--- config.mk ---
export PLATFORM = sky130hd
export DESIGN_NAME = calendar_date_to_epoch_seconds_core
export DESIGN_NICKNAME = d
export VERILOG_FILES = /design/src/hdl/cdte_pkg.sv /design/src/hdl/calendar_date_to_epoch_seconds_core.sv
export SDC_FILE = /design/constraint.sdc
export NUM_CORES = 1
export LEC_CHECK = 0
export ABC_CLOCK_PERIOD_IN_PS = 8700
export BUFFER_PORTS_ARGS = -buffer_cell sky130_fd_sc_hd__buf_2
export CAP_MARGIN = 25
export CORE_MARGIN = 2
export CORE_UTILIZATION = 58
export DETAILED_ROUTE_END_ITERATION = 10
export MAX_ROUTING_LAYER = met4
export PLACE_DENSITY = 0.78
export SYNTH_ARGS = -nofsm -noshare
export SYNTH_HDL_FRONTEND = slang
export SYNTH_SLANG_ARGS = --single-unit
--- constraint.sdc ---
create_clock -name clk -period 8.7 [get_ports clk]
set_clock_uncertainty 0.15 [all_clocks]
set_input_delay 2.61 -clock clk [delete_from_list [all_inputs] [get_ports clk]]
set_output_delay 2.61 -clock clk [all_outputs]
set_load 0.01 [all_outputs]
--- src/hdl/cdte_pkg.sv ---
// constants and month table for the calendar date to epoch seconds converter
`default_nettype none

package cdte_pkg;

  localparam int unsigned YEAR_W   = 14;
  localparam int unsigned OUT_W    = 38;
  localparam int unsigned SUM_W    = 40;
  localparam int unsigned DAYS_W   = 23;
  localparam int unsigned TOD_W    = 17;
  localparam int unsigned MDAY_W   = 10;
  localparam int unsigned PROD_W   = 25;

  localparam logic [YEAR_W-1:0] EPOCH_YEAR    = 14'd1970;
  // leap years in 1..1969
  localparam logic [12:0]       LEAPS_BEFORE  = 13'd477;
  // x / 25 == (x * RECIP25) >> RECIP_SHIFT for x below 4096
  localparam logic [12:0]       RECIP25       = 13'd5243;
  localparam int unsigned       RECIP_SHIFT   = 17;
  localparam logic [16:0]       SECS_PER_DAY  = 17'd86400;
  localparam logic [OUT_W-1:0]  OUT_MAX       = {OUT_W{1'b1}};

  // days before the start of month wm+1 in a common year
  function automatic logic [8:0] days_before_month(input logic [3:0] wm);
    logic [8:0] d;
    case (wm)
      4'd0:    d = 9'd0;
      4'd1:    d = 9'd31;
      4'd2:    d = 9'd59;
      4'd3:    d = 9'd90;
      4'd4:    d = 9'd120;
      4'd5:    d = 9'd151;
      4'd6:    d = 9'd181;
      4'd7:    d = 9'd212;
      4'd8:    d = 9'd243;
      4'd9:    d = 9'd273;
      4'd10:   d = 9'd304;
      4'd11:   d = 9'd334;
      default: d = 9'd365;
    endcase
    return d;
  endfunction

endpackage

`default_nettype wire

--- src/hdl/calendar_date_to_epoch_seconds_core.sv ---
// calendar timestamp to seconds since 1970-01-01 00:00:00, five-stage pipeline
//
//   channel   direction  handshake          payload
//   input     in         start / busy       cal_year cal_month cal_day cal_hour
//                                           cal_minute cal_second
//   result    out        done (one cycle)   epoch_seconds
//
// one word is taken every cycle; busy stays low, the pipeline always flows
// stages: reciprocal multiplies, year and month day counts, day sum,
//   multiply by 86400, add time of day and saturate
// rst (synchronous) clears the valid bits only; words in flight are dropped
// the receiver cannot stall, so nothing is held back
`default_nettype none

module calendar_date_to_epoch_seconds_core (
  input  wire logic                          clk,
  input  wire logic                          rst,
  input  wire logic                          start,
  output logic                               busy,
  input  wire logic [cdte_pkg::YEAR_W-1:0]   cal_year,
  input  wire logic [3:0]                    cal_month,
  input  wire logic [4:0]                    cal_day,
  input  wire logic [4:0]                    cal_hour,
  input  wire logic [5:0]                    cal_minute,
  input  wire logic [5:0]                    cal_second,
  output logic                               done,
  output logic [cdte_pkg::OUT_W-1:0]         epoch_seconds
);

  localparam int unsigned YW = cdte_pkg::YEAR_W;
  localparam int unsigned PW = cdte_pkg::PROD_W;
  localparam int unsigned SH = cdte_pkg::RECIP_SHIFT;

  assign busy = 1'b0;

  logic accept;
  assign accept = start && !busy;

  // ---------------- stage 1 ----------------
  logic            v1;
  logic [YW-1:0]   yr1;
  logic            gt1;
  logic [11:0]     n4_1;
  logic [PW-1:0]   n4p1, n16p1, y4p1, y16p1;
  logic [8:0]      dbm1;
  logic            ge2_1;
  logic [4:0]      dadd1;
  logic [cdte_pkg::TOD_W-1:0] tod1;

  logic [YW-1:0]   n_next;
  logic [3:0]      wm_next;
  logic [11:0]     n4_next, y4_next;
  logic [9:0]      n16_next, y16_next;

  always_comb begin
    n_next   = cal_year - 14'd1;
    n4_next  = n_next[YW-1:2];
    n16_next = n_next[YW-1:4];
    y4_next  = cal_year[YW-1:2];
    y16_next = cal_year[YW-1:4];
    if (cal_month == 4'd0) begin
      wm_next = 4'd0;
    end else if (cal_month > 4'd13) begin
      wm_next = 4'd12;
    end else begin
      wm_next = cal_month - 4'd1;
    end
  end

  always_ff @(posedge clk) begin
    if (rst) begin
      v1 <= 1'b0;
    end else begin
      v1 <= accept;
    end
    yr1   <= cal_year;
    gt1   <= cal_year > cdte_pkg::EPOCH_YEAR;
    n4_1  <= n4_next;
    n4p1  <= PW'(n4_next)  * PW'(cdte_pkg::RECIP25);
    n16p1 <= PW'(n16_next) * PW'(cdte_pkg::RECIP25);
    y4p1  <= PW'(y4_next)  * PW'(cdte_pkg::RECIP25);
    y16p1 <= PW'(y16_next) * PW'(cdte_pkg::RECIP25);
    dbm1  <= cdte_pkg::days_before_month(wm_next);
    ge2_1 <= wm_next >= 4'd2;
    dadd1 <= (cal_day > 5'd1) ? cal_day - 5'd1 : 5'd0;
    tod1  <= cdte_pkg::TOD_W'(cal_hour) * 17'd3600
           + cdte_pkg::TOD_W'(cal_minute) * 17'd60
           + cdte_pkg::TOD_W'(cal_second);
  end

  // ---------------- stage 2 ----------------
  logic            v2;
  logic            leap2;
  logic [cdte_pkg::DAYS_W-1:0] yday2;
  logic [cdte_pkg::MDAY_W-1:0] mday2;
  logic [cdte_pkg::TOD_W-1:0]  tod2;
  logic [1:0]      yr2_lo;

  logic [7:0]      q100, y4q;
  logic [5:0]      q400, y16q;
  logic [12:0]     lp_next;
  logic            leap_next;
  logic            div100, div400;
  logic [YW-1:0]   yoff_next;

  always_comb begin
    q100 = n4p1[SH+7:SH];
    q400 = n16p1[SH+5:SH];
    y4q  = y4p1[SH+7:SH];
    y16q = y16p1[SH+5:SH];
    // year divisible by 100: by 4 and year/4 divisible by 25
    div100 = (yr1[1:0] == 2'b00) && (12'(y4q) * 12'd25 == yr1[YW-1:2]);
    div400 = (yr1[3:0] == 4'b0000) && (10'(y16q) * 10'd25 == yr1[YW-1:4]);
    leap_next = ((yr1[1:0] == 2'b00) && !div100) || div400;
    lp_next   = 13'(n4_1) - 13'(q100) + 13'(q400) - cdte_pkg::LEAPS_BEFORE;
    yoff_next = yr1 - cdte_pkg::EPOCH_YEAR;
  end

  always_ff @(posedge clk) begin
    if (rst) begin
      v2 <= 1'b0;
    end else begin
      v2 <= v1;
    end
    leap2  <= leap_next;
    yr2_lo <= yr1[1:0];
    yday2  <= gt1 ? cdte_pkg::DAYS_W'(yoff_next) * 23'd365 + cdte_pkg::DAYS_W'(lp_next)
                  : '0;
    mday2  <= cdte_pkg::MDAY_W'(dbm1) + cdte_pkg::MDAY_W'(dadd1)
            + cdte_pkg::MDAY_W'(ge2_1 && leap_next);
    tod2   <= tod1;
  end

  // ---------------- stage 3 ----------------
  logic            v3;
  logic [cdte_pkg::DAYS_W-1:0] days3;
  logic [cdte_pkg::TOD_W-1:0]  tod3;

  always_ff @(posedge clk) begin
    if (rst) begin
      v3 <= 1'b0;
    end else begin
      v3 <= v2;
    end
    days3 <= yday2 + cdte_pkg::DAYS_W'(mday2);
    tod3  <= tod2;
  end

  // ---------------- stage 4 ----------------
  logic            v4;
  logic [cdte_pkg::SUM_W-1:0] prod4;
  logic [cdte_pkg::TOD_W-1:0] tod4;

  always_ff @(posedge clk) begin
    if (rst) begin
      v4 <= 1'b0;
    end else begin
      v4 <= v3;
    end
    prod4 <= cdte_pkg::SUM_W'(days3) * cdte_pkg::SUM_W'(cdte_pkg::SECS_PER_DAY);
    tod4  <= tod3;
  end

  // ---------------- stage 5 ----------------
  logic [cdte_pkg::SUM_W-1:0] total_next;

  assign total_next = prod4 + cdte_pkg::SUM_W'(tod4);

  always_ff @(posedge clk) begin
    if (rst) begin
      done <= 1'b0;
    end else begin
      done <= v4;
    end
    // saturate past 38 bits
    epoch_seconds <= (total_next[cdte_pkg::SUM_W-1:cdte_pkg::OUT_W] != '0)
                   ? cdte_pkg::OUT_MAX : total_next[cdte_pkg::OUT_W-1:0];
  end

  // ---------------- checks ----------------
  a_latency: assert property (@(posedge clk) disable iff (rst)
    accept |-> ##5 done)
    else $error("accepted word did not come out after five cycles");

  a_no_spurious: assert property (@(posedge clk) disable iff (rst)
    done |-> $past(accept, 5))
    else $error("result strobe without a matching input word");

  a_leap_mult4: assert property (@(posedge clk) disable iff (rst)
    (v2 && leap2) |-> (yr2_lo == 2'b00))
    else $error("leap year flagged for a year not divisible by four");

  a_day_fits: assert property (@(posedge clk) disable iff (rst)
    v4 |-> (prod4[cdte_pkg::SUM_W-1] == 1'b0))
    else $error("day product overflowed");

endmodule

`default_nettype wire

### Yosys cells after proc, flatten, opt, wreduce, memory -nomap -nowiden

Memories as Yosys holds them, arrays and structs flattened. A register that Yosys moved wholly into a read port is not among the register bits.
Cells that the tools add are included.

* word-level logic and storage cells: 66
* memories: 1
* input bits: 43
* bits in read-only memories: 144
* register bits after elaboration: 329

* multiplexer cells: 2
* add/subtract/negate cells: 14
* order comparisons: 4
* reduce and logical (&&, ||, !) cells: 10
* equality and inequality tests: 2
* multipliers: 10

Memories
* (name not given): depth 16, width 9, rd ports 1, clocked after memory_dff 1, write ports 0, RTL line cdte_pkg.sv:26 `case (wm)`

Operators by type and width (count)
* 12-bit by 13-bit multiplier with 25-bit output, second input constant: 2
* 10-bit by 13-bit multiplier with 23-bit output, second input constant: 2
* 40-bit by 17-bit adder with 40-bit output: 1
* 23-bit by 10-bit multiplier with 33-bit output, second input constant: 1
* 23-bit by 10-bit adder with 23-bit output: 1
* 23-bit by 13-bit adder with 23-bit output: 1
* 14-bit by 9-bit multiplier with 23-bit output, second input constant: 1
* 17-bit by 12-bit adder with 17-bit output: 1
* 17-bit by 6-bit adder with 17-bit output: 1
* 14-bit by 11-bit > comparator with 1-bit output, second input constant: 1
* 14-bit by 1-bit subtractor with 14-bit output, second input constant: 1
* 14-bit by 11-bit subtractor with 14-bit output, second input constant: 1
* 13-bit by 6-bit adder with 13-bit output: 1
* 5-bit by 8-bit multiplier with 13-bit output, second input constant: 1
* 12-bit by 8-bit subtractor with 13-bit output: 1
* 13-bit by 9-bit subtractor with 13-bit output, second input constant: 1
* 12-bit equality test: 1
* 8-bit by 5-bit multiplier with 12-bit output, second input constant: 1
* 10-bit by 1-bit adder with 10-bit output: 1
* 9-bit by 5-bit adder with 10-bit output: 1
* 10-bit equality test: 1
* 6-bit by 4-bit multiplier with 10-bit output, second input constant: 1
* 6-bit by 5-bit multiplier with 10-bit output, second input constant: 1
* 4-bit zero test: 2
* other kinds (11): 15

### Depth between registers and ports, before layout

Gate-level depths: netlist of run 1.

* depth after elaboration: 8
* gate-level depth with buffers: 27
* mapped depth without buffers: 27

### Worst setup path after synthesis of run 1

Ideal clock, no wire load.

* kind: input to register
* from: in cal_year[3] in the netlist's numbering
* to: reg n16p1[20]
* required time: 8.425 ns
* setup time: 0.125 ns
* buffers on the path: 0
* arrival time: 8.366 ns
* stages: 26
* path slack: 0.060 ns
* cell sequence: inv_1 ha_1 nor3b_2 nand3_1 nand2_1 nand4_1 xnor2_1 inv_1 ha_1 inv_1 ha_1 xor2_1 ha_1 fa_1 inv_1 fa_1 inv_1 fa_1 ha_1 a21o_1 a21oi_1 o21ai_0 a221o_1 a2111oi_2 or3_1 xnor2_1

* word-level cells in the longest chain between the ends: 2

Ends and longest elaborated chain
* from (decl): RTL line calendar_date_to_epoch_seconds_core.sv:20 `input wire logic [cdte_pkg::YEAR_W-1:0] cal_year,`
* 14-bit by 1-bit subtractor with 14-bit output: RTL line calendar_date_to_epoch_seconds_core.sv:56 `n_next = cal_year - 14'd1;`
* net n_next[12]: RTL line calendar_date_to_epoch_seconds_core.sv:50 `logic [YW-1:0] n_next;`
* 10-bit by 13-bit multiplier with 23-bit output: RTL line calendar_date_to_epoch_seconds_core.sv:80 `n16p1 <= PW'(n16_next) * PW'(cdte_pkg::RECIP25);`
* to (signal assigned): RTL line calendar_date_to_epoch_seconds_core.sv:80
* to (decl): RTL line calendar_date_to_epoch_seconds_core.sv:44 `logic [PW-1:0] n4p1, n16p1, y4p1, y16p1;`

The timed path passes the listed nets, and every way through them passes these cells.
A chain may end at the register's enable or synchronous reset.

### Worst setup path in the final report of run 1

* from: in cal_year[3] in the netlist's numbering
* to: reg n16p1[22]

The elaborated chain is that of the path after synthesis.

==> results of run 1 <==
path summary, 6_finish.rpt:
| path | end | cells after the start | from | slack [ps] |
|---|---|---|---|---|
| max | n16p1[22] | 27 | cal_year[3] | 290 |
| min | tod4[5] | 0 | tod3[5] | 170 |
| max reg2reg | yday2[21] | 24 | yr1[3] | 2260 |
| min reg2reg | tod4[5] | 0 | tod3[5] | 170 |
logic make-up (layout without fill, tap and decap cells):
kind of cell    after synthesis  count (layout)  synth area share (%)
other cells                   1               1               0.01458
xor+xnor                    220             220                 7.492
simple gates                367             367                 7.419
fa+ha+maj                   778             778                 44.91
mux                           5               5                0.1946
compound gates              394             394                 9.983
flops                       270             270                 21.02
buf+inv                     607             740                 8.966
cells in the mapped netlist, types with 22 or more instances:
library cell	n	area [sq um]
a21o_1	66	495.5
a21oi_1	120	600.6
and2_1	28	175.2
dfxtp_1	270	5405
fa_1	242	4845
ha_1	536	6706
inv_1	583	2188
nand2_1	104	390.4
nand3_1	28	140.1
nand4_1	22	137.6
nor2_1	59	221.5
nor3_1	25	125.1
o21ai_0	61	305.3
o21bai_1	24	180.2
xnor2_1	139	1217
xor2_1	81	709.4
stage by stage:
step,setup slack (ps),hold slack [ps],utilization (%),cells
2_1_floorplan,59.98,159.6,-,2642
3_3_place_gp,-7.722,159.9,61.18,3316
3_5_place_dp,-221.1,162.1,61.18,3316
4_1_cts,354.6,174.5,63.42,3367
5_1_grt,21.99,177.7,63.45,3367
6_report,287.0,173.6,63.45,3367
state kept, by name, indices dropped and copies added, names as in the netlist, 5 cells and up:
signal	flops
tod1	17
dbm1	9
yr1	13
prod4	33
epoch_seconds	38
n4_1	11
days3	23
mday2	10
tod2	17
dadd1	5
yday2	23
y4p1	9
n4p1	9
y16p1	6
tod4	17
n16p1	6
tod3	17
timing repair:
| item | 4_1_cts | 5_1_grt |
|---|---|---|
| endpoints found under the hold margin | 0 | 0 |
| buffers inserted | 0 | 0 |
| resized for setup | 0 | 2 |
| hold buffers | 0 | 0 |
| setup endpoints to repair | 0 | 3 |
metal layers:
layer / wire, microns / part of all wire (%) / vias up / global-route usage [%]
met5: 0 / 0 / - / -
met4: 1663 / 3.4 / 0 / 7.222
met3: 1353 / 2.7 / 132 / 2.014
met2: 26620 / 54 / 327 / 43.68
met1: 19580 / 40 / 8525 / 23.83
li1: - / - / 8845 / -
layout make-up:
cell class / instances / area [sq um]
sequential: 270 / 5405
timing repair buffer: 106 / 593.1
clock inverter: 17 / 216.5
clock buffer: 34 / 773.2
tap: 592 / 740.7
inverter: 583 / 2188
fill: 3457 / 16090
multi-input combinational: 1765 / 18020
cells in the final DEF (no fill, tap or decap), drive strengths merged, types with 4 or more instances in the layout:
master,instances
nor2,59
or2,5
a2111oi,9
and2,29
nor4,8
xnor2,139
and4,5
a31oi,18
o21bai,24
buf,106
xor2,81
a221oi,6
a22oi,4
clkinv,6
o211ai,9
o31ai,6
nor3,25
nand3,30
and3,21
inv,586
clkbuf,34
nand4,22
nor2b,20
mux2i,5
a21boi,5
nand2,104
dfxtp,270
clkinvlp,5
nand2b,21
ha,536
a21oi,120
or3,5
o22ai,4
fa,242
a211o,7
o21a,11
a21o,66
o21ai,69
a211oi,11
==> impl_metrics.toml, run 1 <==
[cells_and_area]
layout-drive-gt1-share_pct = 6.378
nNetsFinal = 3575
synthToLayoutAreaGrowth_pct = 8.616
stdcell_area_sq_um = 27930
antenna_cells = 0

[outcome]
status = "completed"

[clocking]
clock_path_buffers = 3
clock_tree.root_cell = "clkbuf_16"
cts_buffers = 28
cts.clk_slew.worst_paths_ps = 60
clk_latency_ps = 570
tritoncts = "done"
clock-sinks = 270
cts_max_level = 1

[timing]
final_hold_viol_count = 0
min_period_ps = 8413
timing.final.crit_share_pct = 96.70
clock.fmax_ghz = 0.1189
setup_viol = 0
slew_headroom_pct = 43.34
grt_setup_unrepaired = "false"
fin_tns_setup_ps = 0
worst_pin_slew_ps = 826.3
drv_slew = 0

[grt]
track_usage_pct = 22.49
overflow = 0
grt_pass1_vias = 18992
antenna_found_initial = 1
grt_pass1_wl_mm = 84.73
grt_max_degree = 34

[floorplan]
initial_utilization_pct = 58.41
die_h_microns = 214.6
io-pin-count = 83
die_area_sq_um = 46040
num_rows = 77
dieWidth_microns = 214.6
core_area_sq_um = 44030

[run]
cap_violations = 0

[routing]
via_per_inst = 5.295
first_iter_violations = 530
wl_mm = 49.22
wl_per_cell_microns = 14.62
vias = 17829
dr.pass1.iters = 5
drc = 0
ant_nets = 0

[critical_path]
end_kind = "flop"
crit_required_ps = 8970
crit_family = "adder cells"
cp_num_buf_inv = 6
path_max_fanout = 5
critPathMaxStageDelay_ps = 600
crit_path_top_delay_cell = "fa_1"
startpoint_type = "input pin"
path_class = "input pin to flop"
crit_arrival_ps = 8690

[logic_synthesis]
synth_seq_cells = 270
postSynthCellCount = 2642
synthesis.nets = 3463
synth_area_sq_um = 25720
synth_cell_type_count = 74
syn_avg_cell_area_sq_um = 9.734
synth-edff-count = 0
yosys_warnings = 0
synthArstFlopShare_pct = 0
synth-seq-area-share_pct = 21.02
synth_ff_type = "dfxtp_1"

[placement]
port-buffer-count = 81
placed_area_sq_um = 26930
place_congestion = 0.9113
hpwl_mm = 42.09

[worst_hold_path]
min_path_type = "flop to flop"
Power of run 1 is not shown: default switching activity piles up to over one toggle a cycle in this logic, so the estimate is an artifact.
==> inputs of run 2 (changes only) <==
RECOVER_POWER = 25   (was not set)
==> run 2 against run 1 <==
Compared with the run above:
- sequential share of layout area about the same
- setup slack hardly changed
- wire length about the same
- register-to-register slack is essentially flat
- sequential cell count stayed put
- final cell count unchanged
- core utilization is essentially flat
- clock-buffer cell count is the same
- die area stayed put
==> impl_metrics.toml, run 2 (synthesis gave the netlist of run 1 again) <==
[routing]
via_per_inst = 5.295
dr.pass1.iters = 5
first_iter_violations = 530
vias = 17828
ant_nets = 0
drc = 0
wl_per_cell_microns = 14.62
wl_mm = 49.22

[cells_and_area]
multi_input_area_sq_um = 18020
final_cell_mix = "583 x inv_1, 536 x ha_1, 270 x dfxtp_1, 242 x fa_1, 139 x xnor2_1"
instances_no_fill = 3367
stdcell_area_sq_um = 27930
antenna_cells = 0
mostFrequentLayoutCell = "inv_1"
nFillCells = 3459
register_area_sq_um = 5405
largest-register = "epoch_seconds"
synthToLayoutAreaGrowth_pct = 8.606
layout-drive-gt1-share_pct = 6.306
largest_reg_flops = 38
top_regs = "epoch_seconds: 38 flops, prod4: 33 flops"
nNetsFinal = 3575
final_util_pct = 63.44

[clocking]
clk_latency_ps = 570
cts_buffers = 28
tritoncts = "done"
hold_buffers = 0
clock-sinks = 270
clock_tree.root_cell = "clkbuf_16"
cts.clk_slew.worst_paths_ps = 60
cts_max_level = 1
clock_path_buffers = 3

[grt]
grt_pass1_vias = 18992
grt_pass1_wl_mm = 84.73
grt_max_degree = 34
track_usage_pct = 22.49
overflow = 0
antenna_found_initial = 1

[outcome]
status = "completed"

[placement]
placed_area_sq_um = 26930
port-buffer-count = 81
hpwl_mm = 42.09
dp_cells = 3316
place_congestion = 0.9113

[timing]
drv_slew = 0
grt_setup_unrepaired = "false"
clock.fmax_ghz = 0.1189
timing.final.crit_share_pct = 96.70
worst_pin_slew_ps = 826.3
final_hold_viol_count = 0
fin_worst_hold_slack_ps = 173.6
setup_viol = 0
slew_headroom_pct = 43.34
min_period_ps = 8413

[critical_path]
end_kind = "flop"
crit_arrival_ps = 8690
crit_required_ps = 8970
crit_family = "adder cells"
path_max_fanout = 5
critPathMaxStageDelay_ps = 600
crit_path_top_delay_cell = "fa_1"
cp_num_buf_inv = 6
startpoint_type = "input pin"
path_class = "input pin to flop"

[floorplan]
dieWidth_microns = 214.6
initial_utilization_pct = 58.41
num_rows = 77
core_area_sq_um = 44030
die_h_microns = 214.6
die_area_sq_um = 46040
io-pin-count = 83

[run]
cap_violations = 0

[worst_hold_path]
min_path_type = "flop to flop"
## run 2: metal layers
| layer | vias to the layer above | GRT usage (%) | wire, microns |
|---|---|---|---|
| li1 | 8844 | - | - |
| met1 | 8525 | 23.83 | 19580 |
| met2 | 327 | 43.68 | 26620 |
| met3 | 132 | 2.014 | 1354 |
| met4 | 0 | 7.222 | 1663 |
| met5 | - | - | 0 |
## run 2: path summary, 6_finish.rpt
check / endpoint / slack, ps / start / depth (start not counted)
worst max-delay path: n16p1[22] / 290 / cal_year[3] / 27
worst min-delay path: tod4[5] / 170 / tod3[5] / 0
worst max register to register: yday2[21] / 2260 / yr1[3] / 24
worst min register to register: tod4[5] / 170 / tod3[5] / 0
## run 2: area by class of cell
cell class,count,area share (%)
clock buffer,34,2.768
multi-input combinational,1765,64.50
sequential,270,19.35
tap,592,2.652
timing repair buffer,106,2.114
clock inverter,17,0.7750
inverter,583,7.835
## run 2: what timing repair did
item,CTS,global route
gates resized for setup,0,2
setup endpoints to repair,0,3
setup buffers,0,0
## run 2: metrics by stage
step	setup slack, ps	setup TNS (ps)
floorplan	59.98	0
global placement	-7.722	-7.722
detailed placement	-221.1	-725.5
CTS	354.6	0
global route	10.17	0
finish	287.0	0
Power of run 2 is left out for the same reason.
